--- config.mk ---
export PLATFORM = sky130hd
export DESIGN_NAME = brts_ctrl
export DESIGN_NICKNAME = d
export VERILOG_FILES = /design/src/design/brts_pkg.sv /design/src/design/brts_ctrl.sv
export VERILOG_INCLUDE_DIRS = /design/src /design/src/design
export SDC_FILE = /design/constraint.sdc
export NUM_CORES = 1
export LEC_CHECK = 0
export BUFFER_PORTS_ARGS = -buffer_cell sky130_fd_sc_hd__buf_2
export CORE_MARGIN = 1
export CORE_UTILIZATION = 59
export DETAILED_ROUTE_END_ITERATION = 12
export GPL_ROUTABILITY_DRIVEN = 0
export PLACE_DENSITY_LB_ADDON = 0.2
export SETUP_SLACK_MARGIN = 0.4
export SKIP_LAST_GASP = 1
export SYNTH_ARGS = -nofsm -noshare
export SYNTH_HDL_FRONTEND = slang
export SYNTH_SLANG_ARGS = --single-unit
--- constraint.sdc ---
create_clock -name aclk -period 6.8 [get_ports aclk]
set_input_delay 0.68 -clock aclk [delete_from_list [all_inputs] [get_ports aclk]]
set_output_delay 0.68 -clock aclk [all_outputs]
set_load 0.01 [all_outputs]
--- src/design/budgeted_ranked_test_selector_core_defines.svh ---
// Assertion macros for the selector modules; only brts_ctrl uses them.
// No dependencies; pulled in by `include where a module asserts.
`ifndef BUDGETED_RANKED_TEST_SELECTOR_CORE_DEFINES_SVH
`define BUDGETED_RANKED_TEST_SELECTOR_CORE_DEFINES_SVH

// same-cycle implication
`define BRTS_ASSERT_NOW(lbl, clk, rst_n, ante, cons, msg) \
    lbl: assert property (@(posedge clk) disable iff (!rst_n) (ante) |-> (cons)) \
        else $error(msg);

// next-cycle implication
`define BRTS_ASSERT_NEXT(lbl, clk, rst_n, ante, cons, msg) \
    lbl: assert property (@(posedge clk) disable iff (!rst_n) (ante) |=> (cons)) \
        else $error(msg);

`endif

--- src/design/brts_pkg.sv ---
// Shared types, constants and the ranking compare of the selector.
// No dependencies.
package brts_pkg;

    localparam int MAX_ITEMS_DEF = 64;
    localparam int ID_W          = 6;
    localparam int HITS_W        = 10;
    localparam int VAL_W         = 24;
    localparam int TOTAL_W       = 30;
    localparam int CNT_LIM_W     = 7;
    localparam int CFG_IDX_W     = 2;

    localparam logic [CFG_IDX_W-1:0] REG_COST_LIMIT  = 2'd0;
    localparam logic [CFG_IDX_W-1:0] REG_DUR_LIMIT   = 2'd1;
    localparam logic [CFG_IDX_W-1:0] REG_COUNT_LIMIT = 2'd2;

    typedef struct packed {
        logic [VAL_W-1:0]  dur;
        logic [VAL_W-1:0]  cost;
        logic [HITS_W-1:0] hits;
        logic [ID_W-1:0]   id;
    } entry_t;

    typedef struct packed {
        logic load_en;
        logic shift_en;
    } chain_ctl_t;

    typedef enum logic {
        ST_LOAD,
        ST_WALK
    } state_t;

    function automatic logic ranks_before(input entry_t a, input entry_t b);
        logic r;
        if (a.hits != b.hits) begin
            r = (a.hits > b.hits);
        end else begin
            r = (a.cost < b.cost);
        end
        return r;
    endfunction

endpackage

--- src/design/brts_ctrl.sv ---
// Load control, greedy budget walk over the chain head and result register.
// Depends on brts_pkg and the assertion macro header.
`include "budgeted_ranked_test_selector_core_defines.svh"

module brts_ctrl #(
    parameter int MAX_ITEMS = brts_pkg::MAX_ITEMS_DEF,
    parameter int CNT_W     = $clog2(MAX_ITEMS + 1)
) (
    input  logic                              aclk,
    input  logic                              aresetn,
    input  logic                              s_tvalid,
    output logic                              s_tready,
    input  logic                              s_tlast,
    input  brts_pkg::entry_t                  head,
    input  logic [brts_pkg::VAL_W-1:0]        cost_limit,
    input  logic [brts_pkg::VAL_W-1:0]        dur_limit,
    input  logic [brts_pkg::CNT_LIM_W-1:0]    count_limit,
    output logic [CNT_W-1:0]                  count,
    output brts_pkg::chain_ctl_t              ctl,
    output logic                              m_tvalid,
    input  logic                              m_tready,
    output logic [brts_pkg::ID_W-1:0]         m_id,
    output logic                              m_last
);

    localparam logic [brts_pkg::TOTAL_W-1:0] TOTAL_MAX = '1;

    brts_pkg::state_t state_reg, state_next;

    logic [CNT_W-1:0]                 count_reg, count_next;
    logic [CNT_W-1:0]                 idx_reg, idx_next;
    logic [CNT_W-1:0]                 pick_reg, pick_next;
    logic [brts_pkg::TOTAL_W-1:0]     cost_tot_reg, cost_tot_next;
    logic [brts_pkg::TOTAL_W-1:0]     dur_tot_reg, dur_tot_next;
    logic [brts_pkg::ID_W-1:0]        pend_reg, pend_next;
    logic                             have_pend_reg, have_pend_next;
    logic [brts_pkg::ID_W-1:0]        first_reg, first_next;
    logic                             m_valid_reg, m_valid_next;
    logic [brts_pkg::ID_W-1:0]        m_id_reg, m_id_next;
    logic                             m_last_reg, m_last_next;

    logic                             accept, out_free, walking, stop, sel, push;
    logic                             cost_ok, dur_ok;
    logic [brts_pkg::TOTAL_W:0]       cost_sum, dur_sum;

    assign accept   = s_tvalid && s_tready;
    assign out_free = !m_valid_reg || m_tready;
    assign walking  = (state_reg == brts_pkg::ST_WALK) && out_free;

    assign stop = (idx_reg == count_reg) ||
                  ((count_limit != '0) && (brts_pkg::CNT_LIM_W'(pick_reg) >= count_limit));

    assign cost_sum = {1'b0, cost_tot_reg} + (brts_pkg::TOTAL_W + 1)'(head.cost);
    assign dur_sum  = {1'b0, dur_tot_reg} + (brts_pkg::TOTAL_W + 1)'(head.dur);
    assign cost_ok  = (cost_limit == '0) ||
                      (cost_sum <= (brts_pkg::TOTAL_W + 1)'(cost_limit));
    assign dur_ok   = (dur_limit == '0) ||
                      (dur_sum <= (brts_pkg::TOTAL_W + 1)'(dur_limit));
    assign sel      = walking && !stop && cost_ok && dur_ok;
    assign push     = walking && (stop || (sel && have_pend_reg));

    // next state
    always_comb begin
        state_next = state_reg;
        unique case (state_reg)
            brts_pkg::ST_LOAD: if (accept && s_tlast) state_next = brts_pkg::ST_WALK;
            brts_pkg::ST_WALK: if (walking && stop) state_next = brts_pkg::ST_LOAD;
            default:           state_next = brts_pkg::ST_LOAD;
        endcase
    end

    // outputs
    always_comb begin
        s_tready     = 1'b0;
        ctl.load_en  = 1'b0;
        ctl.shift_en = 1'b0;
        unique case (state_reg)
            brts_pkg::ST_LOAD: begin
                s_tready    = 1'b1;
                ctl.load_en = accept && (count_reg < CNT_W'(MAX_ITEMS));
            end
            brts_pkg::ST_WALK: begin
                ctl.shift_en = walking && !stop;
            end
            default: ;
        endcase
    end

    always_comb begin
        count_next     = count_reg;
        idx_next       = idx_reg;
        pick_next      = pick_reg;
        cost_tot_next  = cost_tot_reg;
        dur_tot_next   = dur_tot_reg;
        pend_next      = pend_reg;
        have_pend_next = have_pend_reg;
        first_next     = first_reg;
        m_id_next      = m_id_reg;
        m_last_next    = m_last_reg;
        m_valid_next   = m_valid_reg && !m_tready;

        if (ctl.load_en) begin
            count_next = count_reg + 1'b1;
        end
        if (accept && s_tlast) begin
            idx_next       = '0;
            pick_next      = '0;
            cost_tot_next  = '0;
            dur_tot_next   = '0;
            have_pend_next = 1'b0;
        end
        if (walking && !stop) begin
            idx_next = idx_reg + 1'b1;
            if (idx_reg == '0) begin
                first_next = head.id;
            end
        end
        if (sel) begin
            pick_next      = pick_reg + 1'b1;
            pend_next      = head.id;
            have_pend_next = 1'b1;
            cost_tot_next  = cost_sum[brts_pkg::TOTAL_W] ? TOTAL_MAX
                                                         : cost_sum[brts_pkg::TOTAL_W-1:0];
            dur_tot_next   = dur_sum[brts_pkg::TOTAL_W] ? TOTAL_MAX
                                                        : dur_sum[brts_pkg::TOTAL_W-1:0];
        end
        if (walking && stop) begin
            count_next = '0;
        end
        if (push) begin
            m_valid_next = 1'b1;
            m_last_next  = stop;
            m_id_next    = (stop && !have_pend_reg) ? first_reg : pend_reg;
        end
    end

    always_ff @(posedge aclk) begin
        if (!aresetn) begin
            state_reg     <= brts_pkg::ST_LOAD;
            count_reg     <= '0;
            idx_reg       <= '0;
            pick_reg      <= '0;
            cost_tot_reg  <= '0;
            dur_tot_reg   <= '0;
            have_pend_reg <= 1'b0;
            m_valid_reg   <= 1'b0;
        end else begin
            state_reg     <= state_next;
            count_reg     <= count_next;
            idx_reg       <= idx_next;
            pick_reg      <= pick_next;
            cost_tot_reg  <= cost_tot_next;
            dur_tot_reg   <= dur_tot_next;
            have_pend_reg <= have_pend_next;
            m_valid_reg   <= m_valid_next;
        end
    end

    always_ff @(posedge aclk) begin
        pend_reg   <= pend_next;
        first_reg  <= first_next;
        m_id_reg   <= m_id_next;
        m_last_reg <= m_last_next;
    end

    assign count    = count_reg;
    assign m_tvalid = m_valid_reg;
    assign m_id     = m_id_reg;
    assign m_last   = m_last_reg;

    `BRTS_ASSERT_NOW(a_count_bound, aclk, aresetn, 1'b1, count_reg <= CNT_W'(MAX_ITEMS), "count over depth")
    `BRTS_ASSERT_NOW(a_pick_le_idx, aclk, aresetn, state_reg == brts_pkg::ST_WALK, pick_reg <= idx_reg, "more picks than visited")
    `BRTS_ASSERT_NOW(a_cost_budget, aclk, aresetn, (state_reg == brts_pkg::ST_WALK) && (cost_limit != '0), cost_tot_reg <= brts_pkg::TOTAL_W'(cost_limit), "cost total over budget")
    `BRTS_ASSERT_NEXT(a_run_end, aclk, aresetn, walking && stop, (state_reg == brts_pkg::ST_LOAD) && m_valid_reg && m_last_reg, "run end without last item")

endmodule

==> results.txt <==
The path class of the tightest hold or removal check is register to register. The die boundary width came out at 126 um. The sequential area share after synthesis came out at 0.249. The destination of the worst register-to-register timing path is m_id[2]$_DFFE_PP_.

The critical path launch point type is an input port. The hold buffer count at cts came out at 0. The synthesized netlist contains 76 unique library cells. The count of final max-slew check failures is 0. The total nets after synthesis came out at 1350. Setup repair after global routing left no endpoint under its margin. The setup TNS is 0 ns. The peak per-stage delay on the critical path is 0.59 ns. The cell count after synthesis is 1117.

Walking the worst path, the cells encountered are buf_2 -> ha_1 -> inv_1 -> fa_1 -> nor2b_1 -> o211ai_1 -> a31oi_1 -> a21bo_2 -> nand3_1 -> and2_1 -> o21ai_0 -> xor2_1 -> ha_1 -> a21o_1 -> a21o_1 -> a21oi_1 -> o21ai_0 -> and2_1 -> a211oi_1 -> o22ai_1 -> o32a_2 -> buf_4 -> or4b_1 -> and3_1. In this run the power density over the cells is 160 mW/mm2. The ratio of routed vias to standard cells is 6.19.

The clock transition at the registers of the reported paths is 0.07 ns. The number of synthesized flops with an enable pin came out at 19. The starting density of the core is 0.613. The number of filler cells placed in the layout came out at 1286. The total overflow reported by the global router came out at 0.

The sum of net half-perimeters after detailed placement came out at 17300 um. The number of buffer and inverter stages on the critical path came out at 3. The worst path required time is 7.05 ns. In the final routed layout, each cell accounts on average for 16.6 um. Headroom to the max-slew limit came out at 0.230. IR analysis of the VDD net gives a maximum drop of 0.148 mV.

Timing would allow up to 0.174 GHz. The detailed router finished its first iteration with 530 violations. The post-synthesis sequential element count is 103. The final routed DRC violation total is 0. The number of setup buffers added after CTS is 0. The flow ran to the end, and the final reports show no timing, DRC or antenna violations. The H-tree depth came out at 3. The maximum fanout count along the critical path is 18. The final cycle utilization of the critical path is 0.846. The number of global-route vias before repair came out at 8324. For this run, the total global-route usage over all layers was measured as 0.301. Wire segments on met3 add up to 1260 um in the final route.

The average footprint of a synthesized cell is 8.10 um2. The initial antenna violation count was 0. Summed over all cells, the static leakage comes to 4.48 nW. The max-cap violation count is 0.

The count of input and output buffers came out at 131. The synthesized netlist occupies a cell area of 0.00904 mm2. The floorplan step defined a die boundary enclosing 0.0158 mm2. The first-pass iteration count of the detailed router came out at 7.

The placement row count came out at 44. Setup violations remaining at the end of the flow were counted as 0. Among all flip-flop cells after synthesis, the most frequent one is dfxtp_1. The worst register-to-register path begins at cost_tot_reg[0]$_SDFFE_PN0P_. After detailed routing, the total wire length is 23300 um.

The clock sink total is 103. The cell depth of the worst flop-to-flop path came out at 22. The worst setup skew after layout came out at 0.00734 ns. The die is 126 um tall. In the final layout, the share of cells above drive strength 1 is 0.155. The number of warnings issued by yosys is 0.

The master cell of the clock root buffer is clkbuf_16. The path with the worst hold slack has its endpoint at dur_tot_reg[19]$_SDFFE_PN0P_. The number of gates resized after cts is 0.

142 I/O pins were placed. The critical path in this run is classified as input port to register. The wire length on met1 came out at 10500 um.

The data arrival time at the worst-slack endpoint came out at 6.00 ns. The number of hold violations in the final report came out at 0. The slack of the worst reg-to-reg path is 1.11 ns. For the worst-skew pair, the clock arrives at the later sink with an insertion delay of 0.36 ns. Leaving out fill and tap cells, the most frequent cells in the layout are buf_2, nand2_1, ha_1. The CTS buffer count is 9. The number of cells traversed by the worst hold path is 2. The slowest stage of the critical path is the o32a_2 cell. Grouping stages by cell kind, the critical path spends the most delay in compound AO/OA/AOI/OAI gates. Leaving out fill and tap cells, the most frequent cell in the layout is buf_2. Hold is met by 0.471 ns. The global-route wire length before repair is 39200 um. Once detail routing completed, the nets flagged for antenna violations numbered 0. The shortest clock period the worst path allows after layout is 5.75 ns.

The critical path capture point type is a register. Across all layers, the routed design uses 8703 vias. The worst hold path startpoint is dur_tot_reg[19]$_SDFFE_PN0P_. The count of nets after finishing is 1448.

The top routing layer in use is met4. The synthesis-to-layout area growth is 11.7%. The core footprint came out at 0.0148 mm2. The slew at the pin with the worst max-slew slack came out at 1.15 ns. The share of flip-flops with an asynchronous set or reset after synthesis is 0. The largest net degree at the start of global routing came out at 70. The routed length on met2 is 11100 um.

TritonCTS built the clock tree. The clock passes through at most 2 buffers.
[worst min-delay path: stages, from the launching register on]
cell and delay (ns):
dfxtp_1 0.32, nand2_1 0.05, a211oi_1 0.05
[logic make-up (layout without fill, tap and decap cells)]
group           count (synthesis)  after routing  share of synthesized area
compound gates                329            329                      0.247
xor+xnor                       61             61                     0.0599
fa+ha+maj                     109            109                      0.152
buf+inv                       143            246                     0.0648
flops                         103            103                      0.249
mux                             9              9                     0.0111
other cells                     0              1                          0
simple gates                  363            363                      0.216
[layout make-up]
cell class	instances	area [um2]	share of cell area
Clock inverter	7	78.8	0.00780
Tap cell	184	230	0.0228
Clock buffer	9	225	0.0223
Sequential cell	103	2250	0.223
Inverter	89	334	0.0331
Antenna cell	1	2.50	0.000248
Multi-Input combinational cell	871	6230	0.617
Timing Repair Buffer	141	743	0.0736
[stage by stage]
step	worst slack [ns]	area [um2]	instances	util	total power, W
6_report	1.05	10100	1405	0.685	0.00161
5_1_grt	0.561	10100	1404	0.684	0.00169
4_1_cts	1.09	10100	1404	0.684	0.00162
3_5_place_dp	0.729	9790	1388	0.664	0.00108
3_3_place_gp	0.806	9790	1388	0.664	0.00107
2_1_floorplan	1.39	9040	1117	-	0.000942
[synth_stat cells (all sizes together), types with 36 or more instances]
master / instances / area (um2)
dfxtp: 84 / 1680
nor2: 56 / 210
nor4b: 38 / 333
a21oi: 84 / 428
inv: 88 / 330
nand2: 118 / 443
xnor2: 37 / 324
a21o: 36 / 270
ha: 107 / 1340
clkbuf: 41 / 155
a211oi: 58 / 445
o21ai: 54 / 270
[report_power, final]
part	switching, W	internal (W)	leakage (nW)
clock network	0.000258	0.000289	0.139
logic	0.000256	0.000163	3.49
registers	0.00000985	0.000639	0.850
[metal layers]
metal / vias up / GRT usage
met1: 4066 / 0.390
met5: - / 0
met2: 277 / 0.522
li1: 4327 / -
met3: 33 / 0.0327
met4: 0 / 0.0971
[how the worst max path moves through the flow]
stage / startpoint / end / slack (ns) / cells past startpoint
floorplan: head[40] / m_id[0]$_DFFE_PP_ / 1.39 / 23
global placement: head[40] / cost_tot_reg[18]$_SDFFE_PN0P_ / 0.81 / 24
detailed placement: head[40] / cost_tot_reg[18]$_SDFFE_PN0P_ / 0.73 / 24
CTS: head[16] / m_id[4]$_DFFE_PP_ / 1.09 / 22
global route: head[16] / m_id[4]$_DFFE_PP_ / 0.56 / 23
finish: head[40] / dur_tot_reg[21]$_SDFFE_PN0P_ / 1.05 / 24
No activity file was read; power rests on OpenSTA's default activity.
